**src/hw/rtl/swpb_pkg.sv**
```systemverilog
`timescale 1ns / 1ps
`default_nettype none
// ----------------------------------------------------------------------------
// Spare worker pool balancer package
// Shared constants, codes and control structures for the balancer.
// ----------------------------------------------------------------------------
package swpb_pkg;

    localparam int SLOTS_DEF   = 32;
    localparam int CFG_W       = 6;
    localparam int IDX_IN_W    = 5;
    localparam int CNT_OUT_W   = 6;
    localparam int MAX_RESULTS = 32;
    localparam int NACT_W      = $clog2(MAX_RESULTS);
    localparam int PADDR_W     = 4;
    localparam int PDATA_W     = 32;

    localparam logic [CFG_W-1:0] MIN_SPARE_RST = 6'd5;
    localparam logic [CFG_W-1:0] MAX_SPARE_RST = 6'd10;
    localparam logic [CFG_W-1:0] MAX_TOTAL_RST = 6'd20;

    typedef enum logic [1:0] {
        ACT_NONE  = 2'd0,
        ACT_START = 2'd1,
        ACT_STOP  = 2'd2
    } action_t;

    typedef enum logic [1:0] {
        REG_MIN_SPARE = 2'd0,
        REG_MAX_SPARE = 2'd1,
        REG_MAX_TOTAL = 2'd2
    } reg_idx_t;

    typedef struct packed {
        logic [CFG_W-1:0] min_spare;
        logic [CFG_W-1:0] max_spare;
        logic [CFG_W-1:0] max_total;
    } cfg_t;

    // Commands from the controller to the datapath.
    typedef struct packed {
        logic apply;
        logic load;
        logic step;
        logic emit_none;
    } dp_cmd_t;

    // Status from the datapath to the controller.
    typedef struct packed {
        logic start_mode;
        logic stop_mode;
        logic hit;
        logic act_last;
        logic at_end;
        logic out_free;
    } dp_stat_t;

endpackage
`default_nettype wire

```
**src/hw/rtl/swpb_req_if.sv**
```systemverilog
`timescale 1ns / 1ps
`default_nettype none
// ----------------------------------------------------------------------------
// Balancer request channel
// Valid/ready channel carrying one status report or rebalance request.
// ----------------------------------------------------------------------------
interface swpb_req_if;
    logic                             valid;
    logic                             ready;
    logic                             req_type;
    logic [swpb_pkg::IDX_IN_W-1:0]    slot_index;
    logic                             now_busy;

    modport source (output valid, output req_type, output slot_index, output now_busy,
                    input ready);
    modport sink (input valid, input req_type, input slot_index, input now_busy,
                  output ready);
endinterface
`default_nettype wire

```
**src/hw/rtl/swpb_rsp_if.sv**
```systemverilog
`timescale 1ns / 1ps
`default_nettype none
// ----------------------------------------------------------------------------
// Balancer result channel
// Valid/ready channel carrying one start, stop or no-change action.
// ----------------------------------------------------------------------------
interface swpb_rsp_if;
    logic                              valid;
    logic                              ready;
    swpb_pkg::action_t                 action;
    logic [swpb_pkg::IDX_IN_W-1:0]     action_slot;
    logic [swpb_pkg::CNT_OUT_W-1:0]    idle_after;
    logic [swpb_pkg::CNT_OUT_W-1:0]    busy_after;
    logic                              last;

    modport source (output valid, output action, output action_slot, output idle_after,
                    output busy_after, output last, input ready);
    modport sink (input valid, input action, input action_slot, input idle_after,
                  input busy_after, input last, output ready);
endinterface
`default_nettype wire

```
**src/hw/rtl/swpb_cfg.sv**
```systemverilog
`timescale 1ns / 1ps
`default_nettype none
// ----------------------------------------------------------------------------
// Balancer configuration registers
// APB-style register file holding the spare and total limits.
// ----------------------------------------------------------------------------
module swpb_cfg (
    input  wire logic                            clk,
    input  wire logic                            rst_n,
    input  wire logic                            psel,
    input  wire logic                            penable,
    input  wire logic                            pwrite,
    input  wire logic [swpb_pkg::PADDR_W-1:0]    paddr,
    input  wire logic [swpb_pkg::PDATA_W-1:0]    pwdata,
    output logic      [swpb_pkg::PDATA_W-1:0]    prdata,
    output logic                                 pready,
    output swpb_pkg::cfg_t                       cfg
);

    swpb_pkg::cfg_t cfg_reg;
    swpb_pkg::cfg_t cfg_next;
    logic           wr_en;

    assign wr_en  = psel && penable && pwrite;
    assign pready = 1'b1;
    assign cfg    = cfg_reg;

    always_comb
    begin
        cfg_next = cfg_reg;
        if (wr_en)
        begin
            case (paddr[3:2])
                swpb_pkg::REG_MIN_SPARE: cfg_next.min_spare = pwdata[swpb_pkg::CFG_W-1:0];
                swpb_pkg::REG_MAX_SPARE: cfg_next.max_spare = pwdata[swpb_pkg::CFG_W-1:0];
                swpb_pkg::REG_MAX_TOTAL: cfg_next.max_total = pwdata[swpb_pkg::CFG_W-1:0];
                default:                 cfg_next = cfg_reg;
            endcase
        end
    end

    always_comb
    begin
        case (paddr[3:2])
            swpb_pkg::REG_MIN_SPARE:
                prdata = swpb_pkg::PDATA_W'(cfg_reg.min_spare);
            swpb_pkg::REG_MAX_SPARE:
                prdata = swpb_pkg::PDATA_W'(cfg_reg.max_spare);
            swpb_pkg::REG_MAX_TOTAL:
                prdata = swpb_pkg::PDATA_W'(cfg_reg.max_total);
            default:
                prdata = '0;
        endcase
    end

    always_ff @(posedge clk or negedge rst_n)
    begin
        if (!rst_n)
        begin
            cfg_reg.min_spare <= swpb_pkg::MIN_SPARE_RST;
            cfg_reg.max_spare <= swpb_pkg::MAX_SPARE_RST;
            cfg_reg.max_total <= swpb_pkg::MAX_TOTAL_RST;
        end
        else
        begin
            cfg_reg <= cfg_next;
        end
    end

endmodule
`default_nettype wire

```
**src/hw/rtl/swpb_dp.sv**
```systemverilog
`timescale 1ns / 1ps
`default_nettype none
// ----------------------------------------------------------------------------
// Balancer datapath
// Slot table, running idle and busy counts, slot scanner and result register.
// ----------------------------------------------------------------------------
module swpb_dp #(
    parameter int SLOTS = swpb_pkg::SLOTS_DEF
) (
    input  wire logic                             clk,
    input  wire logic                             rst_n,
    input  wire swpb_pkg::cfg_t                   cfg,
    input  wire swpb_pkg::dp_cmd_t                cmd,
    output swpb_pkg::dp_stat_t                    stat,
    input  wire logic                             req_type,
    input  wire logic [swpb_pkg::IDX_IN_W-1:0]    slot_index,
    input  wire logic                             now_busy,
    swpb_rsp_if.source                            result
);

    localparam int IDX_W = $clog2(SLOTS);
    localparam int CNT_W = $clog2(SLOTS + 1);
    localparam int CW    = ((CNT_W > swpb_pkg::CFG_W) ? CNT_W : swpb_pkg::CFG_W) + 1;
    localparam int OW    = swpb_pkg::CNT_OUT_W;

    logic [SLOTS-1:0]               in_use_reg, in_use_next;
    logic [SLOTS-1:0]               busy_reg, busy_next;
    logic [CNT_W-1:0]               idle_reg, idle_next;
    logic [CNT_W-1:0]               busy_tally_reg, busy_tally_next;
    logic [IDX_W-1:0]               scan_reg, scan_next;
    logic [CW-1:0]                  want_reg, want_next;
    logic [swpb_pkg::NACT_W-1:0]    nact_reg, nact_next;
    logic                           stop_mode_reg, stop_mode_next;
    logic                           out_valid_reg, out_valid_next;
    swpb_pkg::action_t              out_action_reg, out_action_next;
    logic [swpb_pkg::IDX_IN_W-1:0]  out_slot_reg, out_slot_next;
    logic [OW-1:0]                  out_idle_reg, out_idle_next;
    logic [OW-1:0]                  out_busy_reg, out_busy_next;
    logic                           out_last_reg, out_last_next;

    logic [IDX_W-1:0]  rep_idx;
    logic              rep_ok;
    logic [CW-1:0]     idle_e, busy_e, min_e, max_e, tot_e, limit_e, occ_e;
    logic [CW-1:0]     want_a, want_b, want_init, idle_dec;
    logic              cur_use, cur_busy, stop_more;

    function automatic logic [OW-1:0] sat_cnt(input logic [CW-1:0] v);
        logic [CW-1:0] top;
        top = CW'({OW{1'b1}});
        return (v > top) ? {OW{1'b1}} : v[OW-1:0];
    endfunction

    // A report counts only for a slot inside the table that holds a worker.
    assign rep_idx = IDX_W'(slot_index);
    assign rep_ok  = !req_type && (int'(slot_index) < SLOTS) && in_use_reg[rep_idx];

    assign idle_e  = CW'(idle_reg);
    assign busy_e  = CW'(busy_tally_reg);
    assign min_e   = CW'(cfg.min_spare);
    assign max_e   = CW'(cfg.max_spare);
    assign tot_e   = CW'(cfg.max_total);
    assign limit_e = (tot_e < CW'(SLOTS)) ? tot_e : CW'(SLOTS);
    assign occ_e   = idle_e + busy_e;

    assign want_a    = min_e - idle_e;
    assign want_b    = limit_e - occ_e;
    assign want_init = (want_b < want_a) ? want_b : want_a;

    assign cur_use   = in_use_reg[scan_reg];
    assign cur_busy  = busy_reg[scan_reg];
    assign idle_dec  = idle_e - CW'(1);
    assign stop_more = (idle_dec > max_e) && (idle_dec >= min_e);

    always_comb
    begin
        stat.start_mode = (idle_e < min_e) && (occ_e < limit_e);
        stat.stop_mode  = (idle_e > max_e) && (idle_e >= min_e);
        stat.hit        = stop_mode_reg ? (cur_use && !cur_busy) : !cur_use;
        stat.at_end     = (scan_reg == IDX_W'(SLOTS - 1));
        stat.act_last   = (stop_mode_reg ? !stop_more : (want_reg == CW'(1)))
                          || (nact_reg == swpb_pkg::NACT_W'(swpb_pkg::MAX_RESULTS - 1))
                          || stat.at_end;
        stat.out_free   = !out_valid_reg || result.ready;
    end

    always_comb
    begin
        in_use_next     = in_use_reg;
        busy_next       = busy_reg;
        idle_next       = idle_reg;
        busy_tally_next = busy_tally_reg;
        scan_next       = scan_reg;
        want_next       = want_reg;
        nact_next       = nact_reg;
        stop_mode_next  = stop_mode_reg;
        out_valid_next  = out_valid_reg;
        out_action_next = out_action_reg;
        out_slot_next   = out_slot_reg;
        out_idle_next   = out_idle_reg;
        out_busy_next   = out_busy_reg;
        out_last_next   = out_last_reg;

        if (cmd.apply && rep_ok)
        begin
            busy_next[rep_idx] = now_busy;
            if (busy_reg[rep_idx] != now_busy)
            begin
                if (now_busy)
                begin
                    idle_next       = idle_reg - CNT_W'(1);
                    busy_tally_next = busy_tally_reg + CNT_W'(1);
                end
                else
                begin
                    idle_next       = idle_reg + CNT_W'(1);
                    busy_tally_next = busy_tally_reg - CNT_W'(1);
                end
            end
        end

        if (cmd.load)
        begin
            scan_next      = '0;
            want_next      = want_init;
            nact_next      = '0;
            stop_mode_next = stat.stop_mode;
        end

        if (result.valid && result.ready)
        begin
            out_valid_next = 1'b0;
        end

        if (cmd.emit_none)
        begin
            out_valid_next  = 1'b1;
            out_action_next = swpb_pkg::ACT_NONE;
            out_slot_next   = '0;
            out_idle_next   = sat_cnt(idle_e);
            out_busy_next   = sat_cnt(busy_e);
            out_last_next   = 1'b1;
        end

        if (cmd.step)
        begin
            if (stat.hit)
            begin
                in_use_next[scan_reg] = !stop_mode_reg;
                busy_next[scan_reg]   = 1'b0;
                out_valid_next        = 1'b1;
                out_slot_next         = swpb_pkg::IDX_IN_W'(scan_reg);
                out_busy_next         = sat_cnt(busy_e);
                out_last_next         = stat.act_last;
                nact_next             = nact_reg + swpb_pkg::NACT_W'(1);
                if (stop_mode_reg)
                begin
                    idle_next       = idle_reg - CNT_W'(1);
                    out_action_next = swpb_pkg::ACT_STOP;
                    out_idle_next   = sat_cnt(idle_dec);
                end
                else
                begin
                    idle_next       = idle_reg + CNT_W'(1);
                    want_next       = want_reg - CW'(1);
                    out_action_next = swpb_pkg::ACT_START;
                    out_idle_next   = sat_cnt(idle_e + CW'(1));
                end
            end
            if (!stat.at_end)
            begin
                scan_next = scan_reg + IDX_W'(1);
            end
        end
    end

    always_ff @(posedge clk or negedge rst_n)
    begin
        if (!rst_n)
        begin
            in_use_reg     <= '0;
            busy_reg       <= '0;
            idle_reg       <= '0;
            busy_tally_reg <= '0;
            scan_reg       <= '0;
            want_reg       <= '0;
            nact_reg       <= '0;
            stop_mode_reg  <= 1'b0;
            out_valid_reg  <= 1'b0;
        end
        else
        begin
            in_use_reg     <= in_use_next;
            busy_reg       <= busy_next;
            idle_reg       <= idle_next;
            busy_tally_reg <= busy_tally_next;
            scan_reg       <= scan_next;
            want_reg       <= want_next;
            nact_reg       <= nact_next;
            stop_mode_reg  <= stop_mode_next;
            out_valid_reg  <= out_valid_next;
        end
    end

    always_ff @(posedge clk)
    begin
        out_action_reg <= out_action_next;
        out_slot_reg   <= out_slot_next;
        out_idle_reg   <= out_idle_next;
        out_busy_reg   <= out_busy_next;
        out_last_reg   <= out_last_next;
    end

    assign result.valid       = out_valid_reg;
    assign result.action      = out_action_reg;
    assign result.action_slot = out_slot_reg;
    assign result.idle_after  = out_idle_reg;
    assign result.busy_after  = out_busy_reg;
    assign result.last        = out_last_reg;

    // The running counts can never exceed the number of slots.
    assert property (@(posedge clk) disable iff (!rst_n)
        (CW'(idle_reg) + CW'(busy_tally_reg)) <= CW'(SLOTS))
        else $error("idle plus busy count exceeds the slot table");

    // A started slot is occupied on the next cycle.
    assert property (@(posedge clk) disable iff (!rst_n)
        (cmd.step && stat.hit && !stop_mode_reg) |=> in_use_reg[$past(scan_reg)])
        else $error("started slot is not marked in use");

    // A stop is only issued while an idle worker is counted.
    assert property (@(posedge clk) disable iff (!rst_n)
        (cmd.step && stat.hit && stop_mode_reg) |-> (idle_reg != '0))
        else $error("stop issued with no idle worker counted");

endmodule
`default_nettype wire

```
**src/hw/rtl/swpb_ctrl.sv**
```systemverilog
`timescale 1ns / 1ps
`default_nettype none
// ----------------------------------------------------------------------------
// Balancer controller
// Sequences report, decision and slot scan, and paces results.
// ----------------------------------------------------------------------------
module swpb_ctrl (
    input  wire logic                 clk,
    input  wire logic                 rst_n,
    input  wire logic                 in_valid,
    output logic                      in_ready,
    input  wire swpb_pkg::dp_stat_t   stat,
    output swpb_pkg::dp_cmd_t         cmd
);

    typedef enum logic [1:0] {
        ST_IDLE,
        ST_DECIDE,
        ST_SCAN
    } state_t;

    state_t state_reg, state_next;

    assign in_ready = (state_reg == ST_IDLE);

    always_comb
    begin
        state_next = state_reg;
        cmd        = '0;
        case (state_reg)
            ST_IDLE:
            begin
                if (in_valid)
                begin
                    cmd.apply  = 1'b1;
                    state_next = ST_DECIDE;
                end
            end
            ST_DECIDE:
            begin
                if (stat.start_mode || stat.stop_mode)
                begin
                    cmd.load   = 1'b1;
                    state_next = ST_SCAN;
                end
                else if (stat.out_free)
                begin
                    cmd.emit_none = 1'b1;
                    state_next    = ST_IDLE;
                end
            end
            ST_SCAN:
            begin
                if (stat.out_free)
                begin
                    cmd.step = 1'b1;
                    if (stat.at_end || (stat.hit && stat.act_last))
                    begin
                        state_next = ST_IDLE;
                    end
                end
            end
            default:
            begin
                state_next = ST_IDLE;
            end
        endcase
    end

    always_ff @(posedge clk or negedge rst_n)
    begin
        if (!rst_n)
        begin
            state_reg <= ST_IDLE;
        end
        else
        begin
            state_reg <= state_next;
        end
    end

    // An accepted item always moves on to the decision step.
    assert property (@(posedge clk) disable iff (!rst_n)
        (in_valid && in_ready) |=> (state_reg == ST_DECIDE))
        else $error("accepted item did not reach the decision step");

    // The scan ends once the last slot has been examined.
    assert property (@(posedge clk) disable iff (!rst_n)
        (cmd.step && stat.at_end) |=> (state_reg == ST_IDLE))
        else $error("scan ran past the last slot");

endmodule
`default_nettype wire

```
**src/hw/rtl/spare_worker_pool_balancer.sv**
```systemverilog
`timescale 1ns / 1ps
`default_nettype none
// ----------------------------------------------------------------------------
// Spare worker pool balancer
// Tracks worker slots as empty, idle or busy and starts or stops idle workers
// to keep the idle count between the spare limits.
// ----------------------------------------------------------------------------
//
//  Channel   Direction  Handshake             Carries
//  request   in         valid / ready         req_type, slot_index, now_busy
//  result    out        valid / ready         action, action_slot, idle_after,
//                                             busy_after, last
//  apb       in         psel/penable/pready   min_spare, max_spare, max_total
//
// One item is taken per pass. The accept cycle applies the status report and
// the decision state then chooses between starting, stopping or doing
// nothing. A start or stop pass then walks the slot table one slot per cycle
// while the result register is free, using the single-slot scanner in the
// datapath. Idle and busy counts are kept as running counters, so no
// counting pass is needed. Reset empties every slot at once through
// per-slot flops; there is no clearing pass.
// A stalled result holds the scanner in place; the next item is taken while
// the final result of the previous one still waits in the output register.
//
module spare_worker_pool_balancer #(
    parameter int SLOTS = swpb_pkg::SLOTS_DEF
) (
    input  wire logic                            clk,
    input  wire logic                            rst_n,
    swpb_req_if.sink                             request,
    swpb_rsp_if.source                           result,
    input  wire logic                            psel,
    input  wire logic                            penable,
    input  wire logic                            pwrite,
    input  wire logic [swpb_pkg::PADDR_W-1:0]    paddr,
    input  wire logic [swpb_pkg::PDATA_W-1:0]    pwdata,
    output logic      [swpb_pkg::PDATA_W-1:0]    prdata,
    output logic                                 pready
);

    swpb_pkg::cfg_t      cfg;
    swpb_pkg::dp_cmd_t   cmd;
    swpb_pkg::dp_stat_t  stat;
    logic                in_ready;

    // The user must write limits only while the balancer is idle (the block does
    // not enforce this), so the datapath reads them directly.
    swpb_cfg u_cfg (
        .clk     (clk),
        .rst_n   (rst_n),
        .psel    (psel),
        .penable (penable),
        .pwrite  (pwrite),
        .paddr   (paddr),
        .pwdata  (pwdata),
        .prdata  (prdata),
        .pready  (pready),
        .cfg     (cfg)
    );

    // The controller owns the request handshake and paces the scanner
    // against the result register.
    swpb_ctrl u_ctrl (
        .clk      (clk),
        .rst_n    (rst_n),
        .in_valid (request.valid),
        .in_ready (in_ready),
        .stat     (stat),
        .cmd      (cmd)
    );

    assign request.ready = in_ready;

    // The datapath holds the slot table, the counters and the result
    // register that drives the result channel.
    swpb_dp #(
        .SLOTS (SLOTS)
    ) u_dp (
        .clk        (clk),
        .rst_n      (rst_n),
        .cfg        (cfg),
        .cmd        (cmd),
        .stat       (stat),
        .req_type   (request.req_type),
        .slot_index (request.slot_index),
        .now_busy   (request.now_busy),
        .result     (result)
    );

endmodule
`default_nettype wire
```
**src/flat_wrapper.sv**
```systemverilog
// flat-port wrapper written by rule: the top's interface ports become plain ports
module spare_worker_pool_balancer_flat 
#(
    parameter int SLOTS = swpb_pkg::SLOTS_DEF
)
  (clk, rst_n, psel, penable, pwrite, paddr, pwdata, prdata, pready, request_valid, request_req_type, request_slot_index, request_now_busy, request_ready, result_valid, result_action, result_action_slot, result_idle_after, result_busy_after, result_last, result_ready);
  swpb_req_if request_i ();
  swpb_rsp_if result_i ();
  input  wire logic clk;
  input  wire logic rst_n;
  input  wire logic psel;
  input  wire logic penable;
  input  wire logic pwrite;
  input  wire logic [swpb_pkg::PADDR_W-1:0] paddr;
  input  wire logic [swpb_pkg::PDATA_W-1:0] pwdata;
  output logic      [swpb_pkg::PDATA_W-1:0] prdata;
  output logic pready;
  input wire logic [$bits(request_i.valid)-1:0] request_valid;
  input wire logic [$bits(request_i.req_type)-1:0] request_req_type;
  input wire logic [$bits(request_i.slot_index)-1:0] request_slot_index;
  input wire logic [$bits(request_i.now_busy)-1:0] request_now_busy;
  output wire logic [$bits(request_i.ready)-1:0] request_ready;
  output wire logic [$bits(result_i.valid)-1:0] result_valid;
  output wire logic [$bits(result_i.action)-1:0] result_action;
  output wire logic [$bits(result_i.action_slot)-1:0] result_action_slot;
  output wire logic [$bits(result_i.idle_after)-1:0] result_idle_after;
  output wire logic [$bits(result_i.busy_after)-1:0] result_busy_after;
  output wire logic [$bits(result_i.last)-1:0] result_last;
  input wire logic [$bits(result_i.ready)-1:0] result_ready;
  assign request_i.valid = request_valid;
  assign request_i.req_type = request_req_type;
  assign request_i.slot_index = request_slot_index;
  assign request_i.now_busy = request_now_busy;
  assign request_ready = request_i.ready;
  assign result_valid = result_i.valid;
  assign result_action = result_i.action;
  assign result_action_slot = result_i.action_slot;
  assign result_idle_after = result_i.idle_after;
  assign result_busy_after = result_i.busy_after;
  assign result_last = result_i.last;
  assign result_i.ready = result_ready;
  spare_worker_pool_balancer #(.SLOTS(SLOTS)) u_core (.clk(clk), .rst_n(rst_n), .request(request_i), .result(result_i), .psel(psel), .penable(penable), .pwrite(pwrite), .paddr(paddr), .pwdata(pwdata), .prdata(prdata), .pready(pready));
endmodule
```
**config.mk**
```make
export PLATFORM = sky130hd
export DESIGN_NAME = spare_worker_pool_balancer_flat
export DESIGN_NICKNAME = d
export VERILOG_FILES = /design/src/hw/rtl/swpb_pkg.sv /design/src/hw/rtl/swpb_req_if.sv /design/src/hw/rtl/swpb_rsp_if.sv /design/src/hw/rtl/swpb_cfg.sv /design/src/hw/rtl/swpb_dp.sv /design/src/hw/rtl/swpb_ctrl.sv /design/src/hw/rtl/spare_worker_pool_balancer.sv /design/src/flat_wrapper.sv
export SDC_FILE = /design/constraint.sdc
export NUM_CORES = 1
export LEC_CHECK = 0
export ABC_AREA = 1
export BUFFER_PORTS_ARGS = -buffer_cell sky130_fd_sc_hd__buf_4
export CORE_MARGIN = 10
export CORE_UTILIZATION = 40
export CTS_CLUSTER_DIAMETER = 50
export DETAILED_ROUTE_END_ITERATION = 6
export REMOVE_ABC_BUFFERS = 1
export SLEW_MARGIN = 25
export SYNTH_ARGS = -nofsm -noshare
export SYNTH_HDL_FRONTEND = slang
export SYNTH_SLANG_ARGS = --single-unit
```
**constraint.sdc**
```tcl
create_clock -name clk -period 5.1 [get_ports clk]
set_input_delay 1.02 -clock clk [delete_from_list [all_inputs] [get_ports clk]]
set_output_delay 1.02 -clock clk [all_outputs]
set_load 0.05 [all_outputs]
```
; ---- Yosys cells after proc, flatten, opt, wreduce, memory -nomap -nowiden
; Cells that the tools add are included.
[totals]
in_bits = 50
word_cells = 169
ff_bits = 135
[op_classes]
bitwise_logic = 2
magnitude_cmp = 16
n_eq_ne = 12
n_reduce_logical = 31
mux = 78
add_sub_neg = 12
[op_table]
columns = cell, count
row1 = two-way mux 6 bit, 19
row2 = two-way mux 32 bit, 3
row3 = bitwise mux 32 bit, 2
row4 = two-way mux 5 bit, 9
row5 = two-way mux 7 bit, 5
row6 = bitwise AND 32 bit, 1
row7 = NOT 32 bit, 1
row8 = two-way mux 1 bit, 23
row9 = binary-select mux 1 bit (select 5 bit), 4
row10 = two-way mux 2 bit, 9
row11 = one-hot mux 6 bit (3 select lines), 1
row12 = "> comparator 7 x 6 -> 1 bit, second input constant", 2
row13 = "adder 6 x 1 -> 6 bit, second input constant", 2
row14 = "> comparator 6 bit, second input constant", 2
row15 = logical AND 1 bit, 12
row16 = "less-than comparator 5 x 6 -> 1 bit, second input constant", 2
row17 = "subtractor 6 x 1 -> 6 bit, second input constant", 2
row18 = "adder 5 x 1 -> 5 bit, second input constant", 2
row19 = demux 1 bit (select 5 bit), 2
row20 = "equality test 5 bit, second input constant", 2
row21 = "greater-or-equal comparator 5 x 1 -> 1 bit, second input constant", 2
row22 = AND reduction 2 bit, 5
row23 = "adder 6 x 1 -> 7 bit, second input constant", 1
row24 = adder 6 x 6 -> 7 bit, 1
row25 = 24 further kinds, 37

; ---- Depth between registers and ports, before layout
; Gate-level depths: netlist (run 1).
[depth]
depth_word = 12
ltp_mapped = 24
depth_no_buf = 23

; ---- By module
; A second synthesis (run 1) with hierarchy kept.
[unflattened]
hier_cells = 1599
hier_area_um2 = 10513.8
[modules_own_cells]
columns = module, seq_area_each_um2, instances, cells_per_inst, area_each_um2
row1 = swpb_dp, 2777.7, 1, 1427, 9271.4
row2 = swpb_cfg, 457.9, 1, 143, 1082.3
row3 = swpb_ctrl, 50.0, 1, 29, 160.2

; ---- Least setup slack after synthesis (run 1)
; No wires, ideal clock.
[synth_path]
path_type = register to register
startpoint = register u_core.u_dp.idle_reg[1]
endpoint = register u_core.u_dp.want_reg[3]
arrival_time_ps = 3713
stages_incl_launch_ff = 24
synth_period_minus_slack_ps = 3779
required_ps = 5034
path_slack_ps = 1321
path_cell_list = dfrtp_1 ha_1 a21oi_1 o21ai_0 nand2_1 nand2_1 a21oi_1 xor2_1 ha_1 nand2_1 o21ai_0 nor2_1 or2_2 and2_1 ha_1 a21oi_1 o21ai_0 a21oi_1 clkbuf_1 nand2_1 o21a_1 o21ai_0 nand2_1 nand2_1
[synth_between]
elab_chain_len = 10
elab_cells_between_ends = 18
[synth_rtl]
columns = item, line
row1 = start: declaration, swpb_dp.sv:28  ; logic [CNT_W-1:0] idle_reg, idle_next;
row2 = start signal: assignment, swpb_dp.sv:194  ; idle_reg <= idle_next;
row3 = "parallel branches: the longest is 6 deep, another holds adder 6 x 6 -> 7 bit", -
row4 = two-way mux 7 bit (*), swpb_dp.sv:121  ; if (cmd.load)
row5 = two-way mux 7 bit, swpb_dp.sv:155  ; if (stop_mode_reg)
row6 = two-way mux 7 bit, swpb_dp.sv:146  ; if (stat.hit)
row7 = two-way mux 7 bit (*), swpb_dp.sv:144  ; if (cmd.step)
row8 = named net u_core.u_dp.want_next[3], swpb_dp.sv:31  ; logic [CW-1:0] want_reg, want_next;
row9 = end signal: assignment, swpb_dp.sv:197  ; want_reg <= want_next;
row10 = end: declaration, swpb_dp.sv:31
; Mark *: on every way through the listed nets, which the timed path passes.
; A chain may end at the register's enable or synchronous reset.

; ---- Worst setup path in the final report (run 1)
[layout_path]
startpoint = register u_core.u_dp.idle_reg[2]
endpoint = register u_core.u_dp.want_reg[0]
; Same word-level chain as after synthesis.

==> impl_metrics.ini, run 1 <==
[synth]
yosys_register_bits = 135
synthDistinctLibCells = 43
synth_sequential_area_ratio_pct = 31.33
postSynth.asyncResetShare_pct = 85.19
synthFlopType = dfrtp_1
syn-instance-count = 1638
synth-edff-count = 0
post_synth.cell_area_avg_um2 = 6.403
synth_warnings = 0
synth_area_um2 = 10490

[sta]
maxSlewHeadroom_pct = 40.46
finalCritPeriodShare_pct = 81.59
finalSetupTns_ps = 0
finalHoldViolations = 0
finClkSkew_ps = 7.422
period_minus_slack_ps = 4161
rsz0062_at_grt = false
slew_violations = 0
fmaxAchievable_mhz = 240.3
final-setup-viol-count = 0
worst_slew_pin_slew_ps = 889.8

[clock_network]
clk_root_buffer_cell = clkbuf_16
numCtsBuffers = 17
path_clk_slew_ps = 60
clock_sinks = 135
h-tree-depth = 4
tritoncts = done
cts.path.max_buffers = 2
cts_hold_bufs = 0
number_of_gates_resized_after_cts = 0
cts_post_setup_buffers_inserted = 0
clkLatencyLatePin_ps = 430

[floorplan]
core.rowCount = 59
initial_util_pct = 40.48
die_h_um = 181.9
ioPinCount = 105
design.core.area_um2 = 25910
floorplan.die_area_um2 = 33100
die_width_um = 181.9

[placement]
placedCellCount = 1977
globalplace.congestion = 0.8988
place.port_buffers = 49
dpl.hpwl_um = 22240

[worst_setup_path]
timing.critical_path.arrival_ps = 4500
worstSetupPathType = register to register
required_ps = 5440
setup.worst_path.start_class = register
setup.worst_path.end_class = register
rrSetupSlack_ps = 940
crit_fanout = 11

[run]
max-cap-violations = 0

[power]
total_leakage_power_nw = 5.923
portion_of_total_power_attributed_to_sequential_cells_pct = 23.2
power.density_nw_per_um2 = 626.6
intPower_mw = 3.549
share_clk_of_total_power_pct = 16.9
power.combinational.fraction_pct = 60.0
ir_drop_v = 0.0004620
netSwitchingFraction_pct = 50.80
total_switching_power_mw = 3.665

[routing]
vias = 10200
via_per_inst = 5.078
drc = 0
drt-pass1-iter-count = 6
detail_route.wirelength_um = 31510
route.detailed.wl_per_inst_um = 15.68
drt-initial-drc-count = 782
postRouteAntennaNets = 0

[grt]
number_of_antenna_violations_at_the_first_check_in_global_routing = 0
grt_overflow_total = 0
wire_length_of_the_first_global_routing_pass_um = 51160
grt_pass1_vias = 9911
grt_max_degree = 51
grt.total_usage_pct = 18.99

[finish]
area_growth_pct = 9.746
layoutNonFillerInstCount = 2009
final_stage_net_count = 1774
num-fill-cells = 2750
antenna_cells = 0
final_layout_size_suffix_gt1_share_pct = 7.407

[status]
outcome = finished clean

[hold_path]
class_of_the_most_critical_hold_timing_path = register to register
[synth_stat cells, drive strengths merged (2+ instances only)]
library cell | number | share of area, %
o22ai | 2 | 0.12
dfxtp | 20 | 3.8
nand3b | 4 | 0.29
fa | 4 | 0.76
nor3 | 19 | 1.1
a21boi | 2 | 0.18
nand3 | 76 | 3.7
a31oi | 3 | 0.18
clkinv | 2 | 0.072
conb | 2 | 0.072
inv | 170 | 6.1
a22oi | 11 | 0.79
o21a | 2 | 0.14
buf | 64 | 4.4
o211ai | 9 | 0.64
ha | 59 | 7.0
or2 | 8 | 0.48
nand4 | 9 | 0.54
and3 | 2 | 0.12
a21oi | 42 | 2.0
xnor2 | 14 | 1.2
dfstp | 6 | 1.5
o21ai | 162 | 7.7
dfrtp | 109 | 26
clkbuf | 20 | 0.72
nor2 | 143 | 5.2
nand2 | 655 | 24
xor2 | 15 | 1.3
[metrics by stage]
| stage | worst slack [ps] | power [mW] | instance area [µm²] | util, % | hold WS [ps] |
|---|---|---|---|---|---|
| after floorplan | 1110 | 4.719 | 10050 | - | 453.0 |
| after global placement | 1066 | 5.952 | 10950 | 42.25 | 434.0 |
| after detailed placement | 1005 | 6.003 | 10950 | 42.25 | 438.0 |
| after CTS | 976.2 | 7.244 | 11510 | 44.43 | 450.9 |
| after global routing | 506.0 | 7.929 | 11510 | 44.43 | 476.4 |
| final | 938.8 | 7.213 | 11510 | 44.43 | 447.0 |
[cells by family after synthesis]
logic type      after synthesis  synth area share (%)
other cells                   2               0.07160
buf+inv                     256                 11.30
simple gates                918                 35.15
compound gates              235                 11.93
fa+ha+maj                    63                 7.802
flops                       135                 31.33
xor+xnor                     29                 2.422
[worst paths after layout]
check	startpoint	end	cells past startpoint
setup / recovery	u_core.u_dp.idle_reg[2]	u_core.u_dp.want_reg[0]	22
hold / removal	u_core.u_dp.result.action_slot[2]	u_core.u_dp.result.action_slot[2]	2
setup reg to reg	u_core.u_dp.idle_reg[2]	u_core.u_dp.want_reg[0]	22
hold reg to reg	u_core.u_dp.result.action_slot[2]	u_core.u_dp.result.action_slot[2]	2
max in group asynchronous	rst_n	u_core.u_cfg.cfg[7]	2
min in group asynchronous	rst_n	u_core.u_dp.in_use_reg[13]	1
[worst max-delay path, cell delays in order (launching register included)]
cell	delay [ps]
dfrtp_1	510
ha_1	400
inv_1	70
o21ai_0	280
nand2_1	90
nand2_1	70
a21oi_1	70
xor2_1	160
ha_1	350
nand2_1	90
o21ai_0	170
nor2_1	70
or2_2	300
and2_1	140
ha_1	300
a21oi_1	130
o21ai_0	90
a21oi_1	120
buf_4	180
inv_1	80
o21ai_0	160
nor2_1	70
o21ai_0	190
[final cells by class]
| cell class | count | area (µm²) | area share [%] |
|---|---|---|---|
| Sequential cell | 135 | 3286 | 28.54 |
| Multi-Input combinational cell | 1272 | 6120 | 53.16 |
| Timing Repair Buffer | 63 | 473.0 | 4.109 |
| Clock buffer | 24 | 493.0 | 4.283 |
| Clock inverter | 8 | 70.07 | 0.6087 |
| Tap cell | 335 | 419.2 | 3.641 |
| Inverter | 172 | 650.6 | 5.652 |
[layout by cell type, fill, tap and decap left out, types with 11 or more instances in the layout]
master and n:
nor2_1 141, inv_1 165, a22oi_1 11, nor3_1 14
xnor2_1 14, clkbuf_16 18, buf_4 63, o21ai_1 45
conb_1 27, nand2_1 650, a21oi_1 42, o21ai_0 117
ha_1 59, nand3_1 75, dfxtp_1 20, xor2_1 15
dfrtp_1 109
[metal layers]
layer,GRT usage [%],routed length [µm],up-vias
li1,-,-,5170
met1,22.84,13540,4694
met2,32.95,15340,282
met3,3.539,1734,56
met4,6.899,884,0
met5,0,0,-
[power by group through the flow]
| stage | clock [mW] | combinational [mW] | sequential (mW) |
|---|---|---|---|
| finish | 1.22 | 4.32 | 1.67 |
| global route | 1.28 | 4.93 | 1.71 |
| CTS | 1.24 | 4.34 | 1.67 |
| detailed placement | 0 | 4.32 | 1.69 |
| global placement | 0 | 4.27 | 1.69 |
| floorplan | 0 | 2.79 | 1.93 |
No activity file was read; power rests on OpenSTA's default activity.
==> run 2: changes to the inputs <==
==> constraint.sdc (replaced) <==
create_clock -name clk -period 3.4 [get_ports clk]
set_input_delay 0.68 -clock clk [delete_from_list [all_inputs] [get_ports clk]]
set_output_delay 0.68 -clock clk [all_outputs]
set_load 0.05 [all_outputs]
==> run 2 against run 1 <==
  * The flow now finishes with violations (setup timing)
  * Non-clock buffer count up 55
  * Largest cell class unchanged
  * Critical endpoint is now u_core.u_dp.want_reg[3]
  * Die area unchanged
  * Routed wire length up 6.6%
  * Critical path type unchanged
==> impl_metrics.ini, run 2 (same netlist as run 1, synthesis figures left out) <==
[status]
outcome = finished, violations left
violated_checks = setup timing

[finish]
layoutNonFillerInstCount = 2064
layout_commonest_cell = nand2_1
num-fill-cells = 2737
final_area_um2 = 12220
commonest_cells_after_routing_fill_and_taps_aside = nand2_1 (643), inv_1 (163), nor2_1 (140)
area_growth_pct = 16.46
final_layout_size_suffix_gt1_share_pct = 12.67
final_stage_net_count = 1829
antenna_cells = 0

[clock_network]
clock_sinks = 135
cts.path.max_buffers = 2
h-tree-depth = 4
numCtsBuffers = 17
clkLatencyLatePin_ps = 430
clk_root_buffer_cell = clkbuf_16
tritoncts = done
path_clk_slew_ps = 70

[sta]
finalHoldViolations = 0
period_minus_slack_ps = 3537
timing.final.ws_setup_ps = -136.5
maxSlewHeadroom_pct = 38.19
slew_violations = 0
finClkSkew_ps = 12.41
fmaxAchievable_mhz = 282.8
holdWs_ps = 251.4
rsz0062_at_grt = true
final-setup-viol-count = 7
finalCritPeriodShare_pct = 104.0
worst_slew_pin_slew_ps = 923.7

[routing]
detail_route.wirelength_um = 33590
route.detailed.wl_per_inst_um = 16.28
drc = 0
drt-pass1-iter-count = 7
vias = 10480
drt-initial-drc-count = 846
via_per_inst = 5.079
postRouteAntennaNets = 0

[worst_setup_path]
crit_fanout = 6
worstSetupPathType = register to register
required_ps = 3770
setup.worst_path.end_class = register
setup.worst_path.start_class = register
timing.critical_path.arrival_ps = 3900

[floorplan]
die_h_um = 181.9
core.rowCount = 59
die_width_um = 181.9
floorplan.die_area_um2 = 33100
design.core.area_um2 = 25910
ioPinCount = 105
initial_util_pct = 40.48

[placement]
setup_slack_at_placement_ps = -404.1
dpl.hpwl_um = 23720
postPlaceCellArea_um2 = 11390
globalplace.congestion = 0.9120
place.port_buffers = 49
placedCellCount = 2029

[power]
totalPowerFinal_mw = 12.39
total_leakage_power_nw = 6.256
ir_drop_v = 0.0009939
power.density_nw_per_um2 = 1014

[grt]
grt_overflow_total = 0
grt_pass1_vias = 10080
grt_max_degree = 47
grt.total_usage_pct = 19.91
wire_length_of_the_first_global_routing_pass_um = 53530
number_of_antenna_violations_at_the_first_check_in_global_routing = 0

[hold_path]
class_of_the_most_critical_hold_timing_path = primary input to asynchronous set/reset pin

[run]
max-cap-violations = 0
## run 2: cell types whose count changed in the layout (fill, tap and decap cells not counted), moves of 5 or more
cell / change
o21ai_2: +5
o21ai_0: -10
inv_6: +5
a21oi_1: -9
nand2_1: -7
nand2_2: +7
buf_4: +49
o21ai_1: +5
a21oi_2: +9
## run 2: power by group
group	leakage, nW	total, mW	switching (mW)	internal, mW
clock	0.287	1.99	0.803	1.18
sequential	1.66	2.44	0.367	2.08
combinational	4.31	7.96	4.96	3.00
## run 2: metrics by stage
stage / setup TNS [ps] / utilization (%)
2_1_floorplan: -3698 / -
3_3_place_gp: -1958 / 43.95
3_5_place_dp: -2343 / 43.95
4_1_cts: -644.0 / 46.79
5_1_grt: -2418 / 47.14
6_report: -845.0 / 47.14
## run 2: final cells by class
cell class                      instances  area (µm²)  area share [%]
Multi-Input combinational cell       1272        6302           51.59
Sequential cell                       135        3286           26.90
Timing Repair Buffer                  118       943.4           7.723
Inverter                              172       653.1           5.347
Clock buffer                           19       442.9           3.626
Tap cell                              335       419.2           3.431
Clock inverter                         13       168.9           1.383
## run 2: worst paths after layout
check	startpoint	endpoint	cells past startpoint	slack [ps]
worst max register to register	u_core.u_dp.idle_reg[2]	u_core.u_dp.want_reg[3]	23	-140
max in group asynchronous	rst_n	u_core.u_dp.want_reg[0]	2	2300
worst min register to register	u_core.u_dp.result.action_slot[1]	u_core.u_dp.result.action_slot[1]	2	440
worst min-delay path	rst_n	u_core.u_dp.in_use_reg[12]	1	250
worst max-delay path	u_core.u_dp.idle_reg[2]	u_core.u_dp.want_reg[3]	23	-140
min in group clk	u_core.u_dp.result.action_slot[1]	u_core.u_dp.result.action_slot[1]	2	440
## run 2: critical path, cell delays in order, from the launching register on
cell and delay (ps):
dfrtp_1 420, ha_4 290, inv_1 60, o21ai_2 180, nand2_1 70, nand2_1 80
a21oi_2 70, xor2_1 160, ha_1 340, nand2_2 90, o21ai_2 140, nor2_2 50
or2_4 250, and2_4 140, ha_4 220, a21oi_2 150, o21ai_2 80, a21oi_2 160
buf_6 160, nand2_2 50, o21a_1 90, o21ai_1 120, nand2_1 60, nand2_1 60
## run 2: metal layers
layer | vias to the layer above | wire, µm | GRT usage (%) | part of all wire [%]
li1 | 5261 | - | - | -
met1 | 4828 | 14050 | 23.88 | 42
met2 | 317 | 16350 | 34.18 | 49
met3 | 78 | 1891 | 3.479 | 5.6
met4 | 0 | 1300 | 8.558 | 3.9
met5 | - | 0 | 0 | 0
## run 2: repair_timing
action	CTS	global route
pin swaps	32	18
hold buffers	0	0
setup endpoints to repair	7	28
endpoints found under the hold margin	0	0
gates cloned	1	0
gates resized for setup	34	23
setup buffers	2	0
